<file path="src/design/dvc_pkg.sv">
// Package for the delta varint codec: queue entry and link types, fault and
// mode codes, field widths and the code length function.
// Depends on nothing; every other design file but dvc_ifs imports it.
package dvc_pkg;

   localparam int VALUE_BITS   = 64;
   localparam int DIFF_BITS    = 61;
   localparam int PAYLOAD_BITS = 5;
   localparam int TAG_SHIFT    = 5;
   localparam int MAX_LEN      = 8;

   localparam logic MODE_ENCODE = 1'b0;
   localparam logic MODE_DECODE = 1'b1;

   localparam logic [1:0] FAULT_OK       = 2'd0;
   localparam logic [1:0] FAULT_DECREASE = 2'd1;
   localparam logic [1:0] FAULT_RANGE    = 2'd2;

   typedef struct packed {
      logic                  multi;
      logic [3:0]            len;
      logic [1:0]            fault;
      logic                  vvalid;
      logic [VALUE_BITS-1:0] data;
   } q_entry_type;

   typedef struct packed {
      logic        push;
      q_entry_type entry;
   } q_push_type;

   typedef struct packed {
      logic        avail;
      q_entry_type entry;
   } q_head_type;

   function automatic logic [3:0] enc_length(input logic [VALUE_BITS-1:0] d);
      logic [3:0] n;
      n = 4'(MAX_LEN);
      for (int k = MAX_LEN - 1; k >= 1; k--) begin
         if ((d >> (8 * k - 3)) == '0) begin
            n = 4'(k);
         end
      end
      return n;
   endfunction

endpackage

</file>
<file path="src/design/dvc_ifs.sv">
// Request and response channel interfaces of the delta varint codec.
// Depends on nothing; used by the top level and its test environment.
interface dvc_req_if;
   logic        valid;
   logic        ready;
   logic [63:0] value;
   logic [7:0]  code_byte;

   modport source (output valid, output value, output code_byte, input ready);
   modport sink   (input valid, input value, input code_byte, output ready);
endinterface

interface dvc_rsp_if;
   logic        valid;
   logic        ready;
   logic [7:0]  out_byte;
   logic        byte_valid;
   logic        out_last;
   logic [3:0]  code_length;
   logic [63:0] decoded_value;
   logic        value_valid;
   logic [1:0]  fault;

   modport source (output valid, output out_byte, output byte_valid, output out_last,
                   output code_length, output decoded_value, output value_valid,
                   output fault, input ready);
   modport sink   (input valid, input out_byte, input byte_valid, input out_last,
                   input code_length, input decoded_value, input value_valid,
                   input fault, output ready);
endinterface

</file>
<file path="src/design/dvc_front.sv">
// Front end: accepts requests, holds mode and the running state, computes
// difference, length and fault in encode mode and the running sum in decode.
// Depends on dvc_pkg.
module dvc_front (
   input  logic               clock,
   input  logic               reset,
   input  logic               csr_wr_en,
   input  logic               csr_wr_data,
   input  logic               req_valid,
   output logic               req_ready,
   input  logic [63:0]        req_value,
   input  logic [7:0]         req_code_byte,
   input  logic               q_full,
   output dvc_pkg::q_push_type q_push
);
   import dvc_pkg::*;

   logic                  mode_ff;
   logic [VALUE_BITS-1:0] running_ff, running_in;
   logic [2:0]            left_ff, left_in;
   logic [DIFF_BITS-1:0]  partial_ff, partial_in;
   logic [3:0]            clen_ff, clen_in;

   logic                  accept;
   logic [VALUE_BITS-1:0] diff;
   logic                  below;
   logic                  too_big;
   logic                  done;
   q_entry_type           ent;

   assign req_ready = !q_full;
   assign accept    = req_valid && req_ready;

   always_comb begin
      diff       = req_value - running_ff;
      below      = req_value < running_ff;
      too_big    = diff[VALUE_BITS-1:DIFF_BITS] != '0;
      running_in = running_ff;
      left_in    = left_ff;
      partial_in = partial_ff;
      clen_in    = clen_ff;
      done       = 1'b0;
      ent        = '0;
      if (mode_ff == MODE_ENCODE) begin
         if (below) begin
            ent.fault = FAULT_DECREASE;
         end else if (too_big) begin
            ent.fault = FAULT_RANGE;
         end else begin
            ent.multi  = 1'b1;
            ent.len    = enc_length(diff);
            ent.data   = diff;
            running_in = req_value;
         end
      end else begin
         if (left_ff == 3'd0) begin
            clen_in    = 4'(req_code_byte[7:TAG_SHIFT]) + 4'd1;
            partial_in = DIFF_BITS'(req_code_byte[PAYLOAD_BITS-1:0]);
            left_in    = req_code_byte[7:TAG_SHIFT];
         end else begin
            partial_in = {partial_ff[DIFF_BITS-9:0], req_code_byte};
            left_in    = left_ff - 3'd1;
         end
         done = left_in == 3'd0;
         if (done) begin
            running_in = running_ff + VALUE_BITS'(partial_in);
         end
         ent.len    = clen_in;
         ent.vvalid = done;
         ent.data   = done ? running_in : '0;
      end
   end

   assign q_push.push  = accept;
   assign q_push.entry = ent;

   always_ff @(posedge clock) begin
      if (reset) begin
         mode_ff    <= MODE_ENCODE;
         running_ff <= '0;
         left_ff    <= '0;
         partial_ff <= '0;
         clen_ff    <= '0;
      end else begin
         if (csr_wr_en) begin
            mode_ff <= csr_wr_data;
         end
         if (accept) begin
            running_ff <= running_in;
            left_ff    <= left_in;
            partial_ff <= partial_in;
            clen_ff    <= clen_in;
         end
      end
   end

endmodule

</file>
<file path="src/design/dvc_queue.sv">
// Short FIFO of classified requests between front and back end.
// Depends on dvc_pkg.
module dvc_queue #(
   parameter int DEPTH = 4
) (
   input  logic                clock,
   input  logic                reset,
   input  dvc_pkg::q_push_type q_push,
   output logic                q_full,
   output dvc_pkg::q_head_type q_head,
   input  logic                q_pop
);
   import dvc_pkg::*;

   localparam int PW = $clog2(DEPTH);
   localparam int CW = $clog2(DEPTH + 1);

   q_entry_type   ents_ff [DEPTH];
   logic [PW-1:0] wr_ptr_ff, rd_ptr_ff;
   logic [CW-1:0] cnt_ff;
   logic          do_push, do_pop;

   assign q_full       = cnt_ff == CW'(DEPTH);
   assign q_head.avail = cnt_ff != '0;
   assign q_head.entry = ents_ff[rd_ptr_ff];
   assign do_push      = q_push.push && !q_full;
   assign do_pop       = q_pop && q_head.avail;

   function automatic logic [PW-1:0] bump(input logic [PW-1:0] p);
      return (p == PW'(DEPTH - 1)) ? '0 : p + PW'(1);
   endfunction

   always_ff @(posedge clock) begin
      if (do_push) begin
         ents_ff[wr_ptr_ff] <= q_push.entry;
      end
   end

   always_ff @(posedge clock) begin
      if (reset) begin
         wr_ptr_ff <= '0;
         rd_ptr_ff <= '0;
         cnt_ff    <= '0;
      end else begin
         if (do_push) begin
            wr_ptr_ff <= bump(wr_ptr_ff);
         end
         if (do_pop) begin
            rd_ptr_ff <= bump(rd_ptr_ff);
         end
         if (do_push && !do_pop) begin
            cnt_ff <= cnt_ff + CW'(1);
         end else if (do_pop && !do_push) begin
            cnt_ff <= cnt_ff - CW'(1);
         end
      end
   end

endmodule

</file>
<file path="src/design/dvc_back.sv">
// Back end: expands queued encode entries into code bytes, passes single
// results through, and holds the response output register.
// Depends on dvc_pkg.
module dvc_back (
   input  logic                clock,
   input  logic                reset,
   input  dvc_pkg::q_head_type q_head,
   output logic                q_pop,
   output logic                rsp_valid,
   input  logic                rsp_ready,
   output logic [7:0]          rsp_out_byte,
   output logic                rsp_byte_valid,
   output logic                rsp_out_last,
   output logic [3:0]          rsp_code_length,
   output logic [63:0]         rsp_decoded_value,
   output logic                rsp_value_valid,
   output logic [1:0]          rsp_fault
);
   import dvc_pkg::*;

   logic        valid_ff;
   logic [2:0]  idx_ff, idx_in;
   logic [7:0]  byte_ff, byte_in;
   logic        bvalid_ff;
   logic        last_ff, last_in;
   logic [3:0]  len_ff;
   logic [63:0] dval_ff;
   logic        vvalid_ff;
   logic [1:0]  fault_ff;

   logic        advance;
   logic        load;
   logic [2:0]  pos;
   q_entry_type ent;

   assign ent     = q_head.entry;
   assign advance = !valid_ff || rsp_ready;
   assign load    = advance && q_head.avail;

   always_comb begin
      pos     = 3'(ent.len - 4'd1) - idx_ff;
      byte_in = 8'(ent.data >> {pos, 3'b000});
      if (idx_ff == 3'd0) begin
         byte_in = {3'(ent.len - 4'd1), byte_in[PAYLOAD_BITS-1:0]};
      end
      last_in = !ent.multi || (pos == 3'd0);
      idx_in  = last_in ? 3'd0 : idx_ff + 3'd1;
   end

   assign q_pop = load && last_in;

   always_ff @(posedge clock) begin
      if (load) begin
         byte_ff   <= ent.multi ? byte_in : 8'd0;
         bvalid_ff <= ent.multi;
         last_ff   <= last_in;
         len_ff    <= ent.len;
         dval_ff   <= ent.multi ? 64'd0 : ent.data;
         vvalid_ff <= ent.vvalid;
         fault_ff  <= ent.fault;
      end
   end

   always_ff @(posedge clock) begin
      if (reset) begin
         valid_ff <= 1'b0;
         idx_ff   <= '0;
      end else begin
         if (advance) begin
            valid_ff <= q_head.avail;
         end
         if (load) begin
            idx_ff <= idx_in;
         end
      end
   end

   assign rsp_valid         = valid_ff;
   assign rsp_out_byte      = byte_ff;
   assign rsp_byte_valid    = bvalid_ff;
   assign rsp_out_last      = last_ff;
   assign rsp_code_length   = len_ff;
   assign rsp_decoded_value = dval_ff;
   assign rsp_value_valid   = vvalid_ff;
   assign rsp_fault         = fault_ff;

endmodule

</file>
<file path="src/design/delta_varint_codec.sv">
// Channel   Dir  Handshake          Payload
// req       in   valid/ready        value[63:0], code_byte[7:0]
// rsp       out  valid/ready        out_byte, byte_valid, out_last, code_length,
//                                   decoded_value, value_valid, fault
// csr       in   csr_wr_en          csr_wr_data (mode)
//
// A request is taken each cycle the queue has room; the queue registers it and, with the back
// end free, its first result then loads the output register, from which the response is taken.
// Decode and fault requests give one result a cycle while the response is not stalled; an
// encoded value holds the back end until all its code bytes have drained, one per result.
// Reset is synchronous and clears mode, running state, queue and output valid.
// A stalled response holds the back end; requests continue until the queue fills.
// Top level of the delta varint codec; depends on dvc_pkg, dvc_ifs, dvc_front,
// dvc_queue and dvc_back.
module delta_varint_codec #(
   parameter int QUEUE_DEPTH = 4
) (
   input  logic      clock,
   input  logic      reset,
   input  logic      csr_wr_en,
   input  logic      csr_wr_data,
   dvc_req_if.sink   req,
   dvc_rsp_if.source rsp
);
   import dvc_pkg::*;

   q_push_type q_push;
   q_head_type q_head;
   logic       q_full;
   logic       q_pop;

   dvc_front u_front (
      .clock         (clock),
      .reset         (reset),
      .csr_wr_en     (csr_wr_en),
      .csr_wr_data   (csr_wr_data),
      .req_valid     (req.valid),
      .req_ready     (req.ready),
      .req_value     (req.value),
      .req_code_byte (req.code_byte),
      .q_full        (q_full),
      .q_push        (q_push)
   );

   dvc_queue #(
      .DEPTH (QUEUE_DEPTH)
   ) u_queue (
      .clock  (clock),
      .reset  (reset),
      .q_push (q_push),
      .q_full (q_full),
      .q_head (q_head),
      .q_pop  (q_pop)
   );

   dvc_back u_back (
      .clock             (clock),
      .reset             (reset),
      .q_head            (q_head),
      .q_pop             (q_pop),
      .rsp_valid         (rsp.valid),
      .rsp_ready         (rsp.ready),
      .rsp_out_byte      (rsp.out_byte),
      .rsp_byte_valid    (rsp.byte_valid),
      .rsp_out_last      (rsp.out_last),
      .rsp_code_length   (rsp.code_length),
      .rsp_decoded_value (rsp.decoded_value),
      .rsp_value_valid   (rsp.value_valid),
      .rsp_fault         (rsp.fault)
   );

endmodule

</file>
<file path="src/flat_wrapper.sv">
// flat-port wrapper written by rule: the top's interface ports become plain ports
module delta_varint_codec_flat import dvc_pkg::*;
#(
   parameter int QUEUE_DEPTH = 4
)
  (clock, reset, csr_wr_en, csr_wr_data, req_valid, req_value, req_code_byte, req_ready, rsp_valid, rsp_out_byte, rsp_byte_valid, rsp_out_last, rsp_code_length, rsp_decoded_value, rsp_value_valid, rsp_fault, rsp_ready);
  dvc_req_if req_i ();
  dvc_rsp_if rsp_i ();
  input  logic clock;
  input  logic reset;
  input  logic csr_wr_en;
  input  logic csr_wr_data;
  input wire logic [$bits(req_i.valid)-1:0] req_valid;
  input wire logic [$bits(req_i.value)-1:0] req_value;
  input wire logic [$bits(req_i.code_byte)-1:0] req_code_byte;
  output wire logic [$bits(req_i.ready)-1:0] req_ready;
  output wire logic [$bits(rsp_i.valid)-1:0] rsp_valid;
  output wire logic [$bits(rsp_i.out_byte)-1:0] rsp_out_byte;
  output wire logic [$bits(rsp_i.byte_valid)-1:0] rsp_byte_valid;
  output wire logic [$bits(rsp_i.out_last)-1:0] rsp_out_last;
  output wire logic [$bits(rsp_i.code_length)-1:0] rsp_code_length;
  output wire logic [$bits(rsp_i.decoded_value)-1:0] rsp_decoded_value;
  output wire logic [$bits(rsp_i.value_valid)-1:0] rsp_value_valid;
  output wire logic [$bits(rsp_i.fault)-1:0] rsp_fault;
  input wire logic [$bits(rsp_i.ready)-1:0] rsp_ready;
  assign req_i.valid = req_valid;
  assign req_i.value = req_value;
  assign req_i.code_byte = req_code_byte;
  assign req_ready = req_i.ready;
  assign rsp_valid = rsp_i.valid;
  assign rsp_out_byte = rsp_i.out_byte;
  assign rsp_byte_valid = rsp_i.byte_valid;
  assign rsp_out_last = rsp_i.out_last;
  assign rsp_code_length = rsp_i.code_length;
  assign rsp_decoded_value = rsp_i.decoded_value;
  assign rsp_value_valid = rsp_i.value_valid;
  assign rsp_fault = rsp_i.fault;
  assign rsp_i.ready = rsp_ready;
  delta_varint_codec #(.QUEUE_DEPTH(QUEUE_DEPTH)) u_core (.clock(clock), .reset(reset), .csr_wr_en(csr_wr_en), .csr_wr_data(csr_wr_data), .req(req_i), .rsp(rsp_i));
endmodule
</file>
<file path="config.mk">
export PLATFORM = sky130hd
export DESIGN_NAME = delta_varint_codec_flat
export DESIGN_NICKNAME = d
export VERILOG_FILES = /design/src/design/dvc_pkg.sv /design/src/design/dvc_ifs.sv /design/src/design/dvc_front.sv /design/src/design/dvc_queue.sv /design/src/design/dvc_back.sv /design/src/design/delta_varint_codec.sv /design/src/flat_wrapper.sv
export SDC_FILE = /design/constraint.sdc
export NUM_CORES = 1
export LEC_CHECK = 0
export BUFFER_PORTS_ARGS = -buffer_cell sky130_fd_sc_hd__buf_2
export CORE_ASPECT_RATIO = 0.75
export CORE_MARGIN = 3
export CORE_UTILIZATION = 55
export DETAILED_ROUTE_END_ITERATION = 8
export GPL_TIMING_DRIVEN = 1
export HOLD_SLACK_MARGIN = 0.12
export PLACE_DENSITY = 0.76
export SETUP_SLACK_MARGIN = 0.2
export SYNTH_ARGS = -nofsm -noshare
export SYNTH_HDL_FRONTEND = slang
export SYNTH_SLANG_ARGS = --single-unit
</file>
<file path="constraint.sdc">
create_clock -name clock -period 6.5 [get_ports clock]
set_input_delay 0 -clock clock [delete_from_list [all_inputs] [get_ports clock]]
set_output_delay 0 -clock clock [all_outputs]
set_load 0.05 [all_outputs]
</file>
# Yosys cells after proc, flatten, opt, wreduce, memory -nomap -nowiden
# Memory sizes are Yosys's and may differ from the RTL's. A register that Yosys moved wholly into a read port is not among the register bits.
# Cells that the tools add are included.
# op_classes
add_sub_neg	11
n_mux	38
n_eq_ne	5
shift	1
n_lt_le_gt_ge	1
reduce_logical	30
# ops
op	count
$mux W64	8
$logic_not A64 Y1	7
$mux W61	2
$add A64 B61 Y64	1
$lt A64 B64 Y1	1
$shr A64 B6 Y8	1
$sub A64 B64 Y64	1
$mux W4	9
$mux W3	5
$mux W2	7
$logic_not A3 Y1	4
$mux W5	2
$sub A3 B1 Y3 const B	3
$mux W8	1
$logic_and A1 B1 Y1	7
$add A3 B1 Y3 const B	2
$reduce_bool A3 Y1	2
$logic_not A1 Y1	5
$add A2 B1 Y2 const B	2
$add A3 B1 Y4 const B	1
$eq A2 B2 Y1 const B	2
$mux W1	4
$ne A2 B2 Y1 const B	2
$eq A3 B3 Y1 const B	1
5 further kinds	6
# word_totals
ram_bits	288
regBits	217
inputBits	78
mem_count	1
out_inout_bits	83
# memory_table
memory	words	width	rd	rd_ports_with_merged_regs	write_ports	line_no	text
u_core.u_queue.ents_ff	4	72	1	1	1	dvc_queue.sv:18	q_entry_type ents_ff [DEPTH];

# Longest topological paths before layout
# depth
word_depth	12
depth_mapped	20
depth_no_buf	16

# Hierarchy
# A second synthesis with hierarchy kept.
# unflattened
hier_cells	2646
area_unflattened_um2	29009.1
# modules_own_cells
mod	seq_area_each_um2	area_per_inst_um2	cells_each	instances
dvc_front	2502.4	14395.1	1987	1
dvc_queue	8828.5	10892.9	426	1
dvc_back	2512.4	3721.1	233	1

# Worst setup path before layout
# OpenSTA, ideal clock, no wires.
# synth_timing
path_type	flip-flop to flip-flop
startpoint	register u_core.u_back.valid_ff (netlist: u_core.u_back.rsp_valid)
endpoint	register u_core.u_queue.cnt_ff[2]
setup_slack_ns	-0.140
synth_period_minus_slack_ns	6.640
required_ns	6.430
stages_incl_launch_ff	9
arrival_time_ns	6.570
path_buffers	0
setup_time_ns	0.070
path_cell_list	dfxtp_1 -> a21oi_1 -> nand2_1 -> ha_1 -> inv_1 -> fa_1 -> xor2_1 -> or3_1 -> a21oi_1
# synth_between
elab_chain_len	8
elab_cells_between_ends	10
# synth_rtl
element	line_no	text
start: declaration	dvc_back.sv:21	logic valid_ff;
start signal: assignment	dvc_back.sv:70	valid_ff <= q_head.avail;
$logic_not A1 Y1 (*)	dvc_back.sv:37	assign advance = !valid_ff || rsp_ready;
$logic_or A1 B1 Y1 (*)	dvc_back.sv:37	
$logic_and A1 B1 Y1 (*)	dvc_back.sv:38	assign load = advance && q_head.avail;
named net u_core.u_back.load	dvc_back.sv:32	logic load;
$logic_and A1 B1 Y1 (*)	dvc_back.sv:50	assign q_pop = load && last_in;
$logic_and A1 B1 Y1 (*)	dvc_queue.sv:27	assign do_pop = q_pop && q_head.avail;
$logic_not A1 Y1	dvc_queue.sv:51	if (do_push && !do_pop) begin
$logic_and A1 B1 Y1	dvc_queue.sv:51	
$mux W3 / $reduce_bool A2 Y1 (equally long branches)	--	
end signal: assignment	dvc_queue.sv:52	cnt_ff <= cnt_ff + CW'(1);
end signal: assignment	dvc_queue.sv:54	cnt_ff <= cnt_ff - CW'(1);
end: declaration	dvc_queue.sv:20	logic [CW-1:0] cnt_ff;
# The timed path passes the listed nets; every way through them passes the cells marked *.
# A chain may end at the register's enable or synchronous reset.

# Final worst setup path
# layout_timing
startpoint	register u_core.u_front.left_ff[0]
endpoint	register u_core.u_front.running_ff[63]
# layout_between
elab_chain_len	6
elab_cells_between_ends	10
# layout_rtl
element	line_no	text
start: declaration	dvc_front.sv:20	logic [2:0] left_ff, left_in;
start signal: assignment	dvc_front.sv:90	left_ff <= left_in;
$logic_not A3 Y1 / $sub A3 B1 Y3 (equally long branches)	dvc_front.sv:56, dvc_front.sv:62	
$mux W61 / $mux W3 (equally long branches)	dvc_front.sv:56	if (left_ff == 3'd0) begin
$mux W61 / $mux W3 (equally long branches)	dvc_front.sv:44	if (mode_ff == MODE_ENCODE) begin
$add A64 B61 Y64 / $logic_not A3 Y1 (equally long branches)	dvc_front.sv:66, dvc_front.sv:64	
$mux W64 (*)	dvc_front.sv:65	if (done) begin
$mux W64 (*)	dvc_front.sv:44	
end signal: assignment	dvc_front.sv:89	running_ff <= running_in;
end: declaration	dvc_front.sv:19	logic [VALUE_BITS-1:0] running_ff, running_in;
# Every way passes the cells marked *; elsewhere a longest branch is shown, timed or not. The select of a mux whose other input is x is not followed.

==> impl_metrics.toml <==
[clock_network]
cts_resized = 0
clock_sinks = 507
cts_tree = "yes"
path_clk_slew_ps = 70
cts_hold_buf = 84
root_buffer = "clkbuf_16"
h-tree-depth = 2
cts-buffers-inserted = 48
max-clock-path-buffers = 3
worstSkewPairLatency_ps = 620
cts_setup_buffers = 0

[drt]
firstDrtPassIters = 6
via_count = 23300
wl_per_cell_um = 25.3
via_per_inst = 6.42
ant_nets = 0
wirelength_um = 91700
drcViolationCount = 0
drtIter0Drc = 2810

[die]
initial_core_util = 0.562
pin_count = 161
die-area_um2 = 55900
dieHeight_um = 206
rows = 72
fp.dieW_um = 272
coreArea_um2 = 52000

[timing]
rsz0062_at_grt = "no"
finalSetupViolations = 0
hold_viol_final = 0
clock_skew_ps = 25.9
max_freq_mhz = 184
period_needed_ps = 5440
relSlewSlack = 0.179
finalSetupTns_ps = 0
slew_viol_final = 0
max_slew.worst_pin.slew_ps = 1230
fin_crit_sh = 0.837
finalWorstSetupSlack_ps = 1060

[synth]
yosysTopAreaCell = "edfxtp_1"
syn_avg_cell_area_um2 = 10.7
synth_area_leaders = "edfxtp_1, dfxtp_1, mux4_2"
syn_inst = 2728
synthesis.nets = 2948
async_reset_ff_frac = 0
ys_seq_area_frac = 0.474
ys_types = 88
synth-seq-cells = 507
synth_edf_count = 369
synthFlopType = "edfxtp_1"
netlist_area_um2 = 29200
yosysWarnings = 0
synth_top_area_frac = 0.380

[grt]
grt-busiest-layer = "met1"
use_met2 = 0.470
grt_pass1_wl_um = 137000
grt_pass1_vias = 22000
grtUsageTotal = 0.324
antenna_found_initial = 0
use_met3 = 0.0678
met1_usage = 0.502
grt_max_degree = 74
grt-ovfl-total = 0

[critical_path]
ff2ff_setup_slack_ps = 1060
r2r-start = "u_core.u_front.left_ff[0]"
cp-start-kind = "register"
worst-setup-path-type = "register to register"
r2r_end = "u_core.u_front.running_ff[63]"
endpoint_kind = "register"
worstPathArrival_ps = 5940
crit_fanout = 31
crit_required_ps = 7000
rr_worst_depth = 17

[cells_and_area]
area_growth_pct = 12.6
drive_gt1_frac = 0.141
nFillCells = 4012
antenna_cells = 0
fin_nets = 3112

[flow_run]
max_cap_violations = 0

[worst_hold_path]
min_path_type = "input port to register"
min_from = "req_code_byte[2]"
min_to = "u_core.u_front.partial_ff[2]"
worstHoldPathCells = 4

[place]
pre_cts_slack_ps = 1230
numPortBuffers = 160
dp_hpwl_um = 67300
gp_congestion = 1.05

[power]
p_leak_nw = 12.0
power.density_nw_per_um2 = 352
max-vdd-ir-drop_mv = 0.372

[run_status]
status = "finished, final reports clean"
-- synthesized netlist by cell type, drive strengths merged, types with 20 or more instances --
master   count
edfxtp     369
nand2      313
a21oi      234
o21ai      158
nor2b      140
dfxtp      138
ha         138
nor2       138
clkbuf     120
inv        111
mux4        88
xnor2       72
a22oi       57
o2bb2ai     57
xor2        49
a21o        47
nand4       46
buf         39
nor3        31
nand3       29
a211oi      26
o21bai      26
a31oi       25
a22o        20
-- stage by stage --
| step | power [mW] | instances | util | hold WS (ps) | instance area [µm²] |
|---|---|---|---|---|---|
| floorplan | 7.54 | 2728 | - | 116 | 29200 |
| global placement | 8.61 | 3461 | 0.586 | 239 | 30400 |
| detailed placement | 8.69 | 3461 | 0.586 | 285 | 30400 |
| CTS | 11.6 | 3631 | 0.633 | 187 | 32900 |
| global route | 12.0 | 3631 | 0.633 | 258 | 32900 |
| finish | 11.6 | 3631 | 0.633 | 244 | 32900 |
-- cells by family (layout without fill, tap and decap cells) --
group / Yosys count / count (layout) / synth area share
and+or+nand+nor: 794 / 794 / 0.133
AOI/OAI and AO/OA: 787 / 787 / 0.182
adders and majority gates: 142 / 142 / 0.0619
buffers and inverters: 270 / 470 / 0.0380
xor gates and xnor gates: 121 / 121 / 0.0363
muxes: 107 / 107 / 0.0746
DFF: 507 / 507 / 0.474
-- worst max-delay path, cell delays in order (launching register included) --
cell and delay [ps]:
dfxtp_1 320, inv_1 80, ha_1 160, ha_2 560, nor2b_1 150, ha_1 410, nand2_1 200, nor4_1 290
o21ai_0 190, o22ai_1 200, nor2_1 170, o31ai_1 560, a31oi_1 180, a31oi_1 540, nor3b_1 430, o21ai_0 130
o2bb2ai_1 160, dlygate4sd3_1 590
-- worst max-delay path by stage --
stage	endpoint	cells past startpoint	from	slack (ps)
finish	u_core.u_front.running_ff[63]	17	u_core.u_front.left_ff[0]	1060
global placement	u_core.u_front.running_ff[53]	14	u_core.u_front.running_ff[57]	1210
floorplan	u_core.u_queue.cnt_ff[2]	16	register	1550
CTS	u_core.u_front.running_ff[62]	17	u_core.u_front.left_ff[0]	1160
detailed placement	u_core.u_front.running_ff[54]	14	u_core.u_front.running_ff[57]	1230
global route	u_core.u_front.running_ff[62]	17	u_core.u_front.left_ff[0]	720
-- placed cells by master (no fill, tap or decap), types with 9 or more instances in the layout --
cell type and n:
a21o_1 47, edfxtp_1 369, xnor2_1 72, a31oi_1 25, buf_2 160, a221oi_1 13, o21ai_1 12, o22ai_1 9
and3_1 9, buf_4 29, a21oi_1 231, o31ai_1 11, nand2b_1 14, mux4_2 88, clkbuf_16 48, o2bb2ai_2 20
a22oi_1 57, o21a_1 17, nor2_1 137, xor2_1 49, a211oi_1 26, o21ai_0 144, mux2i_1 14, nand2_1 312
dfxtp_1 136, ha_1 137, o211ai_1 17, and2_1 11, dlygate4sd3_1 84, inv_1 109, nand4_1 46, nor3_1 29
nor4_1 10, o2bb2ai_1 37, a22o_1 20, o21bai_1 25, nand3_1 29, nor2b_1 139
-- final cells by class --
| type | count | area [µm²] | area share |
|---|---|---|---|
| multi-input combinational | 1951 | 14300 | 0.434 |
| inverter | 111 | 418 | 0.0127 |
| timing repair buffer | 273 | 1860 | 0.0565 |
| clock inverter | 24 | 294 | 0.00894 |
| tap | 703 | 880 | 0.0267 |
| clock buffer | 62 | 1310 | 0.0399 |
| sequential | 507 | 13800 | 0.421 |
-- power breakdown --
part | internal [mW] | switching, mW
logic | 1.47 | 2.91
registers | 4.12 | 0.225
clock network | 1.57 | 1.28
-- routing by layer --
| layer | vias to the layer above | part of all wire | wire length [µm] |
|---|---|---|---|
| li1 | 10600 | - | - |
| met1 | 11400 | 0.45 | 41500 |
| met2 | 1165 | 0.42 | 38500 |
| met3 | 137 | 0.11 | 9850 |
| met4 | 0 | 0.020 | 1820 |
| met5 | - | 0 | 0 |
-- flip-flops by register name, indices dropped and copies added (netlist names), named ones only --
name                             flops
u_core.u_front.running_ff           64
u_core.u_back.idx_ff                 3
u_core.u_queue.rd_ptr_ff             2
u_core.u_back.rsp_value_valid        1
u_core.u_back.rsp_out_byte           8
u_core.u_back.rsp_byte_valid         1
u_core.u_back.rsp_fault              2
u_core.u_front.left_ff               3
u_core.u_queue.wr_ptr_ff             2
u_core.u_back.rsp_code_length        4
u_core.u_front.partial_ff           53
u_core.u_front.clen_ff               4
u_core.u_back.rsp_decoded_value     64
u_core.u_front.mode_ff               1
u_core.u_back.rsp_out_last           1
u_core.u_queue.ents_ff             288
u_core.u_queue.cnt_ff                3
u_core.u_back.rsp_valid              1
(Power assumes the default switching activity.)
